`src/rtl/core/tcab_pkg.sv`:
```
// Shared types and codes for the ALU and branch execute block.
// No dependencies; tcab_regfile, tcab_exec and the top level refer to it by scoped names.
package tcab_pkg;

  // Register numbers with a fixed role
  localparam logic [3:0] REG_LINK   = 4'd13;
  localparam logic [3:0] REG_STATUS = 4'd14;
  localparam logic [3:0] REG_ADDR   = 4'd15;

  // Instruction actions
  typedef enum logic [3:0] {
    ACT_ADD  = 4'd0,
    ACT_ADDI = 4'd1,
    ACT_SUB  = 4'd2,
    ACT_AND  = 4'd3,
    ACT_OR   = 4'd4,
    ACT_XOR  = 4'd5,
    ACT_LSH  = 4'd6,
    ACT_RSH  = 4'd7,
    ACT_CMP  = 4'd8,
    ACT_BIMM = 4'd9,
    ACT_BREG = 4'd10,
    ACT_CIMM = 4'd11,
    ACT_CREG = 4'd12,
    ACT_BRT  = 4'd13
  } action_t;

  // Compare modes, all signed
  typedef enum logic [3:0] {
    CMP_EQ = 4'd0,
    CMP_GE = 4'd1,
    CMP_GT = 4'd2,
    CMP_NE = 4'd8,
    CMP_LT = 4'd9,
    CMP_LE = 4'd10
  } cmp_mode_t;

  // One decoded instruction as held in the execute stage
  typedef struct packed {
    logic [3:0]  action;
    logic [3:0]  dest_reg;
    logic [3:0]  src_a_reg;
    logic [3:0]  src_b_reg;
    logic [7:0]  imm_value;
    logic [3:0]  compare_mode;
    logic        is_conditional;
    logic [31:0] instr_addr;
  } instr_t;

  // Register file write from execute to storage
  typedef struct packed {
    logic        en;
    logic [3:0]  addr;
    logic [31:0] data;
  } wr_t;

  // One result item
  typedef struct packed {
    logic [31:0] next_pc;
    logic [31:0] alu_value;
    logic [7:0]  status_low;
  } result_t;

endpackage

```
`src/rtl/core/tcab_if.sv`:
```
// Valid/ready channel interfaces for instruction requests and results.
// Depends on nothing; used by the top level.
interface tcab_in_if;
  logic              valid;
  logic              ready;
  logic [3:0]        action;
  logic [3:0]        dest_reg;
  logic [3:0]        src_a_reg;
  logic [3:0]        src_b_reg;
  logic signed [7:0] imm_value;
  logic [3:0]        compare_mode;
  logic              is_conditional;
  logic [31:0]       instr_addr;

  modport source (
    output valid, action, dest_reg, src_a_reg, src_b_reg, imm_value,
           compare_mode, is_conditional, instr_addr,
    input  ready
  );
  modport sink (
    input  valid, action, dest_reg, src_a_reg, src_b_reg, imm_value,
           compare_mode, is_conditional, instr_addr,
    output ready
  );
endinterface

interface tcab_out_if;
  logic               valid;
  logic               ready;
  logic [31:0]        next_pc;
  logic signed [31:0] alu_value;
  logic [7:0]         status_low;

  modport source (
    output valid, next_pc, alu_value, status_low,
    input  ready
  );
  modport sink (
    input  valid, next_pc, alu_value, status_low,
    output ready
  );
endinterface

```
`src/rtl/core/tcab_regfile.sv`:
```
// General register storage: two synchronous memories with registered reads,
// valid bits for reset-to-zero and a bypass for the write that lands with a read.
// Depends on tcab_pkg.
module tcab_regfile (
  input  logic             clk,
  input  logic             rst,
  input  logic             rd_en,
  input  logic [3:0]       rd_addr_a,
  input  logic [3:0]       rd_addr_b,
  input  logic [3:0]       rd_addr_d,
  input  tcab_pkg::wr_t    wr,
  output logic [31:0]      data_a,
  output logic [31:0]      data_b,
  output logic [31:0]      data_d
);

  // Two copies give three read ports in total
  logic [31:0] mem_ab [16];
  logic [31:0] mem_d  [16];
  logic [15:0] valid;

  logic [31:0] q_a, q_b, q_d;
  logic        qv_a, qv_b, qv_d;
  logic [3:0]  addr_a, addr_b, addr_d;

  logic        byp_valid;
  logic [3:0]  byp_addr;
  logic [31:0] byp_data;

  // Write both copies
  always_ff @(posedge clk) begin
    if (wr.en) begin
      mem_ab[wr.addr] <= wr.data;
      mem_d[wr.addr]  <= wr.data;
    end
  end

  // Read on request, data registered
  always_ff @(posedge clk) begin
    if (rd_en) begin
      q_a    <= mem_ab[rd_addr_a];
      q_b    <= mem_ab[rd_addr_b];
      q_d    <= mem_d[rd_addr_d];
      addr_a <= rd_addr_a;
      addr_b <= rd_addr_b;
      addr_d <= rd_addr_d;
    end
  end

  // Valid bits: cleared by reset, set on first write, sampled with the read
  always_ff @(posedge clk) begin
    if (rst) begin
      valid <= '0;
      qv_a  <= 1'b0;
      qv_b  <= 1'b0;
      qv_d  <= 1'b0;
    end else begin
      if (wr.en) begin
        valid[wr.addr] <= 1'b1;
      end
      if (rd_en) begin
        qv_a <= valid[rd_addr_a];
        qv_b <= valid[rd_addr_b];
        qv_d <= valid[rd_addr_d];
      end
    end
  end

  // Hold the latest write; it covers a write that lands in the read's cycle
  always_ff @(posedge clk) begin
    if (rst) begin
      byp_valid <= 1'b0;
    end else if (wr.en) begin
      byp_valid <= 1'b1;
    end
  end

  always_ff @(posedge clk) begin
    if (wr.en) begin
      byp_addr <= wr.addr;
      byp_data <= wr.data;
    end
  end

  // Forward the bypass, else memory data, else the reset value
  always_comb begin
    data_a = qv_a ? q_a : '0;
    data_b = qv_b ? q_b : '0;
    data_d = qv_d ? q_d : '0;
    if (byp_valid && byp_addr == addr_a) begin
      data_a = byp_data;
    end
    if (byp_valid && byp_addr == addr_b) begin
      data_b = byp_data;
    end
    if (byp_valid && byp_addr == addr_d) begin
      data_d = byp_data;
    end
  end

endmodule

```
`src/rtl/core/tcab_exec.sv`:
```
// Execute unit: ALU, compare, branch target, status, address and PC registers.
// Depends on tcab_pkg; writes general registers through tcab_regfile.
module tcab_exec (
  input  logic                clk,
  input  logic                rst,
  input  logic                commit,
  input  tcab_pkg::instr_t    ins,
  input  logic [31:0]         mem_a,
  input  logic [31:0]         mem_b,
  input  logic [31:0]         mem_d,
  output tcab_pkg::wr_t       wr,
  output tcab_pkg::result_t   res
);

  logic [7:0]  status, status_next;
  logic [31:0] last_seq;
  logic [31:0] pc, pc_next;

  logic [31:0] va, vb, vd, imm_ext, seq, alu, br_target;
  logic [4:0]  sh;
  logic        taken, is_alu, link_wr;

  // Registers 14 and 15 live in flops, not in the memory
  function automatic logic [31:0] pick(
    input logic [3:0]  idx,
    input logic [31:0] mem_val,
    input logic [7:0]  st,
    input logic [31:0] ls
  );
    logic [31:0] v;
    v = mem_val;
    if (idx == tcab_pkg::REG_STATUS) begin
      v = {24'd0, st};
    end else if (idx == tcab_pkg::REG_ADDR) begin
      v = ls;
    end
    return v;
  endfunction

  // Operands and common terms
  always_comb begin
    va        = pick(ins.src_a_reg, mem_a, status, last_seq);
    vb        = pick(ins.src_b_reg, mem_b, status, last_seq);
    vd        = pick(ins.dest_reg, mem_d, status, last_seq);
    imm_ext   = {{24{ins.imm_value[7]}}, ins.imm_value};
    seq       = ins.instr_addr + 32'd2;
    sh        = {1'b0, ins.imm_value[3:0]} + 5'd1;
    br_target = ins.instr_addr + {imm_ext[30:0], 1'b0};
    taken     = !ins.is_conditional || status[1];
  end

  // Decode and compute
  always_comb begin
    alu         = '0;
    is_alu      = 1'b0;
    link_wr     = 1'b0;
    status_next = status;
    pc_next     = seq;
    unique case (ins.action)
      tcab_pkg::ACT_ADD: begin
        alu            = va + vb;
        is_alu         = 1'b1;
        status_next[0] = (alu[31] ^ va[31]) & (alu[31] ^ vb[31]);
      end
      tcab_pkg::ACT_ADDI: begin
        alu            = vd + imm_ext;
        is_alu         = 1'b1;
        status_next[0] = (alu[31] ^ vd[31]) & (alu[31] ^ imm_ext[31]);
      end
      tcab_pkg::ACT_SUB: begin
        alu            = va - vb;
        is_alu         = 1'b1;
        status_next[0] = (va[31] ^ alu[31]) & (va[31] ^ vb[31]);
      end
      tcab_pkg::ACT_AND: begin
        alu    = va & vb;
        is_alu = 1'b1;
      end
      tcab_pkg::ACT_OR: begin
        alu    = va | vb;
        is_alu = 1'b1;
      end
      tcab_pkg::ACT_XOR: begin
        alu    = va ^ vb;
        is_alu = 1'b1;
      end
      tcab_pkg::ACT_LSH: begin
        alu    = va << sh;
        is_alu = 1'b1;
      end
      tcab_pkg::ACT_RSH: begin
        alu    = va >> sh;
        is_alu = 1'b1;
      end
      tcab_pkg::ACT_CMP: begin
        unique case (ins.compare_mode)
          tcab_pkg::CMP_EQ: status_next[1] = (va == vb);
          tcab_pkg::CMP_NE: status_next[1] = (va != vb);
          tcab_pkg::CMP_GT: status_next[1] = ($signed(vb) < $signed(va));
          tcab_pkg::CMP_GE: status_next[1] = !($signed(va) < $signed(vb));
          tcab_pkg::CMP_LT: status_next[1] = ($signed(va) < $signed(vb));
          tcab_pkg::CMP_LE: status_next[1] = !($signed(vb) < $signed(va));
          default:          status_next[1] = status[1];
        endcase
      end
      tcab_pkg::ACT_BIMM: begin
        if (taken) begin
          pc_next = br_target;
        end
      end
      tcab_pkg::ACT_BREG: begin
        if (taken) begin
          pc_next = {va[31:1], 1'b0};
        end
      end
      tcab_pkg::ACT_CIMM: begin
        if (taken) begin
          link_wr = 1'b1;
          pc_next = br_target;
        end
      end
      tcab_pkg::ACT_CREG: begin
        if (taken) begin
          link_wr = 1'b1;
          // the link write comes first, so reading register 13 gives it back
          pc_next = (ins.src_a_reg == tcab_pkg::REG_LINK) ? seq : va;
        end
      end
      tcab_pkg::ACT_BRT: begin
        if (taken) begin
          pc_next = pc + {va[30:0], 1'b0};
        end
      end
      default: begin
        pc_next = seq;
      end
    endcase

    // Status register takes only bits 7..4 of an ALU write
    if (is_alu && ins.dest_reg == tcab_pkg::REG_STATUS) begin
      status_next[7:4] = alu[7:4];
    end
  end

  // General register write: ALU result below 14, or the link on a call
  always_comb begin
    wr.en   = 1'b0;
    wr.addr = ins.dest_reg;
    wr.data = alu;
    if (is_alu && ins.dest_reg < tcab_pkg::REG_LINK + 4'd1) begin
      wr.en = commit;
    end else if (link_wr) begin
      wr.en   = commit;
      wr.addr = tcab_pkg::REG_LINK;
      wr.data = seq;
    end
  end

  // Result item
  always_comb begin
    res.next_pc    = pc_next;
    res.alu_value  = alu;
    res.status_low = status_next;
  end

  // Advance status, address register and PC as each item retires
  always_ff @(posedge clk) begin
    if (rst) begin
      status   <= '0;
      last_seq <= '0;
      pc       <= '0;
    end else if (commit) begin
      status   <= status_next;
      last_seq <= seq;
      pc       <= pc_next;
    end
  end

endmodule

```
`src/rtl/core/tiny_cpu_alu_branch_execute.sv`:
```
// Execute stage of a small 32-bit core: ALU, compare and branch against a
// 16-word register file. Depends on tcab_pkg, tcab_if, tcab_regfile, tcab_exec.
//
// Usage:
//   instr  - request channel, one decoded instruction per request, accepted
//            when valid and ready are both high at a rising edge of clk.
//   result - one result per request (next_pc, alu_value, status_low), in order.
// A request accepted passes the execute stage register, then the output register.
// Throughput: one request per cycle while results are taken. The general
// registers sit in synchronous memories read in the accept cycle; the execute
// stage then computes and writes back, and a bypass register feeds a write that
// lands in the same cycle as a later read. Registers 14 and 15 and the PC are flops.
// Reset (rst, synchronous): all registers and the PC read as zero on the next
// request; instr.ready is low while rst is high. No clearing pass is needed.
// Stall: the result register holds while result.ready is low; one more request
// is taken into the execute stage, after which instr.ready drops until the
// result is taken.
module tiny_cpu_alu_branch_execute (
  input logic        clk,
  input logic        rst,
  tcab_in_if.sink    instr,
  tcab_out_if.source result
);

  logic                ex_valid;
  tcab_pkg::instr_t    ex_ins;
  logic                accept, ex_advance;
  logic [31:0]         mem_a, mem_b, mem_d;
  tcab_pkg::wr_t       wr;
  tcab_pkg::result_t   ex_res;
  logic                out_valid;
  tcab_pkg::result_t   out_res;

  // Handshake control
  assign ex_advance  = ex_valid && (!out_valid || result.ready);
  assign instr.ready = !rst && (!ex_valid || ex_advance);
  assign accept      = instr.valid && instr.ready;

  // Execute stage register
  always_ff @(posedge clk) begin
    if (rst) begin
      ex_valid <= 1'b0;
    end else if (accept) begin
      ex_valid <= 1'b1;
    end else if (ex_advance) begin
      ex_valid <= 1'b0;
    end
  end

  always_ff @(posedge clk) begin
    if (accept) begin
      ex_ins.action         <= instr.action;
      ex_ins.dest_reg       <= instr.dest_reg;
      ex_ins.src_a_reg      <= instr.src_a_reg;
      ex_ins.src_b_reg      <= instr.src_b_reg;
      ex_ins.imm_value      <= instr.imm_value;
      ex_ins.compare_mode   <= instr.compare_mode;
      ex_ins.is_conditional <= instr.is_conditional;
      ex_ins.instr_addr     <= instr.instr_addr;
    end
  end

  // Register storage, read as a request is accepted
  tcab_regfile u_regfile (
    .clk       (clk),
    .rst       (rst),
    .rd_en     (accept),
    .rd_addr_a (instr.src_a_reg),
    .rd_addr_b (instr.src_b_reg),
    .rd_addr_d (instr.dest_reg),
    .wr        (wr),
    .data_a    (mem_a),
    .data_b    (mem_b),
    .data_d    (mem_d)
  );

  // Compute and retire
  tcab_exec u_exec (
    .clk    (clk),
    .rst    (rst),
    .commit (ex_advance),
    .ins    (ex_ins),
    .mem_a  (mem_a),
    .mem_b  (mem_b),
    .mem_d  (mem_d),
    .wr     (wr),
    .res    (ex_res)
  );

  // Output register
  always_ff @(posedge clk) begin
    if (rst) begin
      out_valid <= 1'b0;
    end else if (ex_advance) begin
      out_valid <= 1'b1;
    end else if (result.ready) begin
      out_valid <= 1'b0;
    end
  end

  always_ff @(posedge clk) begin
    if (ex_advance) begin
      out_res <= ex_res;
    end
  end

  assign result.valid      = out_valid;
  assign result.next_pc    = out_res.next_pc;
  assign result.alu_value  = $signed(out_res.alu_value);
  assign result.status_low = out_res.status_low;

endmodule

```
`src/flat_wrapper.sv`:
```
// flat-port wrapper written by rule: the top's interface ports become plain ports
module tiny_cpu_alu_branch_execute_flat 
  (clk, rst, instr_valid, instr_action, instr_dest_reg, instr_src_a_reg, instr_src_b_reg, instr_imm_value, instr_compare_mode, instr_is_conditional, instr_instr_addr, instr_ready, result_valid, result_next_pc, result_alu_value, result_status_low, result_ready);
  tcab_in_if instr_i ();
  tcab_out_if result_i ();
  input logic clk;
  input logic rst;
  input wire logic [$bits(instr_i.valid)-1:0] instr_valid;
  input wire logic [$bits(instr_i.action)-1:0] instr_action;
  input wire logic [$bits(instr_i.dest_reg)-1:0] instr_dest_reg;
  input wire logic [$bits(instr_i.src_a_reg)-1:0] instr_src_a_reg;
  input wire logic [$bits(instr_i.src_b_reg)-1:0] instr_src_b_reg;
  input wire logic [$bits(instr_i.imm_value)-1:0] instr_imm_value;
  input wire logic [$bits(instr_i.compare_mode)-1:0] instr_compare_mode;
  input wire logic [$bits(instr_i.is_conditional)-1:0] instr_is_conditional;
  input wire logic [$bits(instr_i.instr_addr)-1:0] instr_instr_addr;
  output wire logic [$bits(instr_i.ready)-1:0] instr_ready;
  output wire logic [$bits(result_i.valid)-1:0] result_valid;
  output wire logic [$bits(result_i.next_pc)-1:0] result_next_pc;
  output wire logic [$bits(result_i.alu_value)-1:0] result_alu_value;
  output wire logic [$bits(result_i.status_low)-1:0] result_status_low;
  input wire logic [$bits(result_i.ready)-1:0] result_ready;
  assign instr_i.valid = instr_valid;
  assign instr_i.action = instr_action;
  assign instr_i.dest_reg = instr_dest_reg;
  assign instr_i.src_a_reg = instr_src_a_reg;
  assign instr_i.src_b_reg = instr_src_b_reg;
  assign instr_i.imm_value = instr_imm_value;
  assign instr_i.compare_mode = instr_compare_mode;
  assign instr_i.is_conditional = instr_is_conditional;
  assign instr_i.instr_addr = instr_instr_addr;
  assign instr_ready = instr_i.ready;
  assign result_valid = result_i.valid;
  assign result_next_pc = result_i.next_pc;
  assign result_alu_value = result_i.alu_value;
  assign result_status_low = result_i.status_low;
  assign result_i.ready = result_ready;
  tiny_cpu_alu_branch_execute u_core (.clk(clk), .rst(rst), .instr(instr_i), .result(result_i));
endmodule
```
`config.mk`:
```
export PLATFORM = sky130hd
export DESIGN_NAME = tiny_cpu_alu_branch_execute_flat
export DESIGN_NICKNAME = d
export VERILOG_FILES = /design/src/rtl/core/tcab_pkg.sv /design/src/rtl/core/tcab_if.sv /design/src/rtl/core/tcab_regfile.sv /design/src/rtl/core/tcab_exec.sv /design/src/rtl/core/tiny_cpu_alu_branch_execute.sv /design/src/flat_wrapper.sv
export SDC_FILE = /design/constraint.sdc
export NUM_CORES = 2
export LEC_CHECK = 0
export BUFFER_PORTS_ARGS = -buffer_cell sky130_fd_sc_hd__buf_4
export CORE_MARGIN = 1
export CORE_UTILIZATION = 50
export DETAILED_ROUTE_END_ITERATION = 10
export GPL_TIMING_DRIVEN = 0
export PLACE_DENSITY = 0.7
export SETUP_SLACK_MARGIN = 0.5
export SLEW_MARGIN = 20
export SYNTH_ARGS = -nofsm -noshare
export SYNTH_HDL_FRONTEND = slang
export SYNTH_HIERARCHICAL = 1
export SYNTH_SLANG_ARGS = --single-unit
```
`constraint.sdc`:
```
create_clock -name clk -period 13.4 [get_ports clk]
set_input_delay 2.68 -clock clk [delete_from_list [all_inputs] [get_ports clk]]
set_output_delay 2.68 -clock clk [all_outputs]
set_load 0.02 [all_outputs]
```
==> impl_metrics.tcl <==
set metrics [dict create \
    worstMarginPinSlew_ps 1320 \
    cpMostUsedCell "nand2_1" \
    ctsResizeCount 0 \
    period_minus_slack_ps 7880 \
    grt_use_met2 0.645 \
    syn_inst 4689 \
    swShare 0.277 \
    grt_first_pass_wirelength_um 345000 \
    cellPowerDensity_nw_per_um2 106 \
    place_hpwl_um 187000 \
    hold_slack_ps 478 \
    drc 0 \
    fin_util 0.577 \
    p_comb_frac 0.150 \
    async_flop_share 0 \
    critical_path_required_ps 13780 \
    met1_usage 0.525 \
    start_kind "flip-flop" \
    p_int_mw 5.06 \
    grt-busiest-layer "met2" \
    place_congestion 1.12 \
    drtPass1Iterations 8 \
    p_clk_frac 0.404 \
    cts-hold-fix-buffers 0 \
    antenna_found_initial 21 \
    io_buffers 138 \
    finalCritPeriodShare 0.588 \
    fp.dieArea_um2 118000 \
    final_hold_viol_count 0 \
    overflow 0 \
    yosysWarnings 6 \
    synth_top_family_by_area "multiplexers" \
    max_freq_ghz 0.127 \
    crit_path_cell_trace "xnor2_1 > nand2_1 > nor4_4 > buf_2 > mux2i_1 > mux2i_2 > inv_1 > ha_1 > clkbuf_1 > inv_1 > nor3_1 > nand2_1 > o221a_2 > o21a_1 > o21ai_0 > xnor2_1 > nor3_1 > a21oi_1 > nand2_1" \
    slew_headroom 0.101 \
    grt_use_total 0.420 \
    cts_tree "yes" \
    hold_class "reg -> reg" \
    status "completed" \
    drive_gt1_frac 0.222 \
    ant_nets 0 \
    synth_flop_cell "edfxtp_1" \
    synth.most_common_cell "edfxtp_1" \
    cts_max_path_buffers 3 \
    power_frac_seq 0.446 \
    synth.top_cell.area_share 0.407 \
    synth-edff-count 789 \
    grtUsageMet3 0.109 \
    cp_slowest_cell "mux2i_2" \
    critical_path_class "reg -> reg" \
    start_util 0.507 \
    muxShareOfSynthArea 0.244 \
    fin_worst_skew_ps 83.1 \
    rsz0062_at_grt "no" \
    cp_slowest_stage_delay_ps 1020 \
    vias 47200 \
    yosys.area.top_type "edfxtp_1" \
    grt_pass1_vias 45500 \
    yosysSeqAreaShare 0.439 \
    cts.sinks 881 \
    grt_max_degree 27 \
    p_leak_nw 23.6 \
    drt_iter0_markers 7182 \
    fp.dieH_um 343 \
    final_nets 5317 \
    viasPerCell 7.15 \
    io_pins 139 \
    syn-cell-area_um2 58200 \
    cts_root_buffer "clkbuf_16" \
    synth.distinct_cells 92 \
    p_switching_mw 1.94 \
    layout_setup_ws_ps 5520 \
    htree_levels 3 \
    clk_pin_slew_ps 70 \
    cts_setup_buffers 0 \
    synth_common_cells "789 x edfxtp_1, 522 x mux4_2, 459 x nand2_1" \
    endpoint_kind "flip-flop" \
    placementRows 124 \
    place_area_um2 62800 \
    core_area_um2 115000 \
    syn_area_per_cell_um2 12.4 \
    synth_adder_area_share 0.0531 \
    cts_buffers 96 \
    synth_area_leaders "edfxtp_1 41%, mux4_2 20%, ha_1 5.1%, mux2i_1 3.5%, dfxtp_1 3.2%" \
    yosys.area_share.simple 0.0858 \
    ys_ff_latch 881 \
    drt-total-wl_um 249000 \
    path_max_fanout 10 \
    finalSetupViolCount 0 \
    clock_latency_ps 750 \
    fin_area_um2 66200 \
    synth-xor-area-share 0.0218 \
    cap_violations 0 \
    maxSlewViolCount 0 \
    synth_compound_area_frac 0.119 \
    peakVddDrop_mv 0.135 \
    dpl_worst_slack_ps 5820 \
    area_delta_synth_final_pct 13.8 \
    worstPathArrival_ps 8260 \
    chipWidth_um 343 \
    wl_per_cell_um 37.6 \
]
## through the flow
stage / std cells / setup TNS (ps) / total power [mW]
3_5_place_dp: 6421 / 0 / 4.18
4_1_cts: 6602 / 0 / 6.98
5_1_grt: 6603 / 0 / 7.14
3_3_place_gp: 6340 / -3377280 / 4.16
2_1_floorplan: 4690 / 0 / 3.78
6_report: 6604 / 0 / 7.00
## worst max-delay path, delay by kind of cell, from the launching register on
kind / cells / cell delay [ps]
and+or+nand+nor: 6 / 1670
buffers and inverters: 4 / 1610
AOI/OAI and AO/OA: 4 / 1600
muxes: 2 / 1190
DFF: 1 / 510
adders and majority gates: 1 / 440
xor gates and xnor gates: 2 / 430
## final cells by class
class	instances	area (um2)
Antenna cell	1	2.50
Buffer	312	1500
Clock buffer	119	2610
Clock inverter	62	743
Fill cell	9243	48600
Inverter	173	649
Multi-Input combinational cell	3324	30900
Sequential cell	881	25500
Tap cell	1512	1890
Timing Repair Buffer	220	2370
## power groups by stage
| stage | logic [mW] | registers, mW | clock network (mW) |
|---|---|---|---|
| floorplan | 0.594 | 3.19 | 0 |
| global placement | 0.960 | 3.20 | 0 |
| detailed placement | 1.00 | 3.18 | 0 |
| CTS | 1.01 | 3.12 | 2.85 |
| global route | 1.08 | 3.13 | 2.94 |
| finish | 1.05 | 3.12 | 2.83 |
## cells by family after synthesis
logic type / count (synthesis)
AO/OA/AOI/OAI: 1061
XOR/XNOR: 145
adder cells (fa/ha/maj): 244
buffers and inverters: 485
flip-flops: 881
multiplexers: 756
other: 1
AND/OR/NAND/NOR: 1116
## routing by layer
layer  wire (um)  up-vias
met4       20300       14
li1            -    19100
met3       30100      941
met1       87100    23300
met2      111000     3883
met5          91        -
## registers in the layout (all words and copies together) (netlist names), 6 cells and up
signal,count
u_core/ex_ins,61
u_core/u_regfile/q_b,32
u_core/result.status_low,8
u_core/u_regfile/q_a,32
u_core/u_exec/last_seq,32
u_core/result.alu_value,32
u_core/u_regfile/mem_ab,32
u_core/u_regfile/q_d,32
u_core/u_regfile/mem_d,480
u_core/u_regfile/valid,16
u_core/u_exec/pc,32
u_core/u_regfile/byp_data,32
u_core/u_exec/status,6
u_core/result.next_pc,32
## layout by cell type, fill, tap and decap left out, types with 28 or more instances in the layout
cell type	netlist	layout
o21ai_0	210	206
xor2_1	69	64
a31oi_1	31	30
a221oi_1	31	30
clkbuf_1	198	209
buf_2	44	46
o21a_1	59	59
nand3_1	75	75
buf_6	33	51
mux2i_1	204	197
xnor2_1	76	69
inv_1	160	160
edfxtp_1	789	789
nor2_1	315	299
dfxtp_1	92	92
nor2b_1	35	35
a211oi_1	72	72
nand2_1	459	459
o211ai_1	48	48
and2_1	34	34
a21o_1	65	65
nand2b_1	36	36
a21oi_1	265	260
nor3_1	35	29
mux4_2	522	522
clkbuf_16	0	98
o22ai_1	51	51
ha_1	239	239
buf_1	33	31
o221ai_1	30	28
buf_4	2	161
## final timing paths
path,start,end,cells past startpoint,slack (ps)
min,u_core/u_exec/pc[29]$_SDFFE_PP0P_,u_core/u_exec/pc[29]$_SDFFE_PP0P_,2,480
max,u_core/u_regfile/byp_addr[1]$_DFFE_PP_,u_core/result.status_low[0]$_DFFE_PP_,19,5520
max reg2reg,u_core/u_regfile/byp_addr[1]$_DFFE_PP_,u_core/result.status_low[0]$_DFFE_PP_,19,5520
min reg2reg,u_core/u_exec/pc[29]$_SDFFE_PP0P_,u_core/u_exec/pc[29]$_SDFFE_PP0P_,2,480
Power figures use the tool's default switching activity.
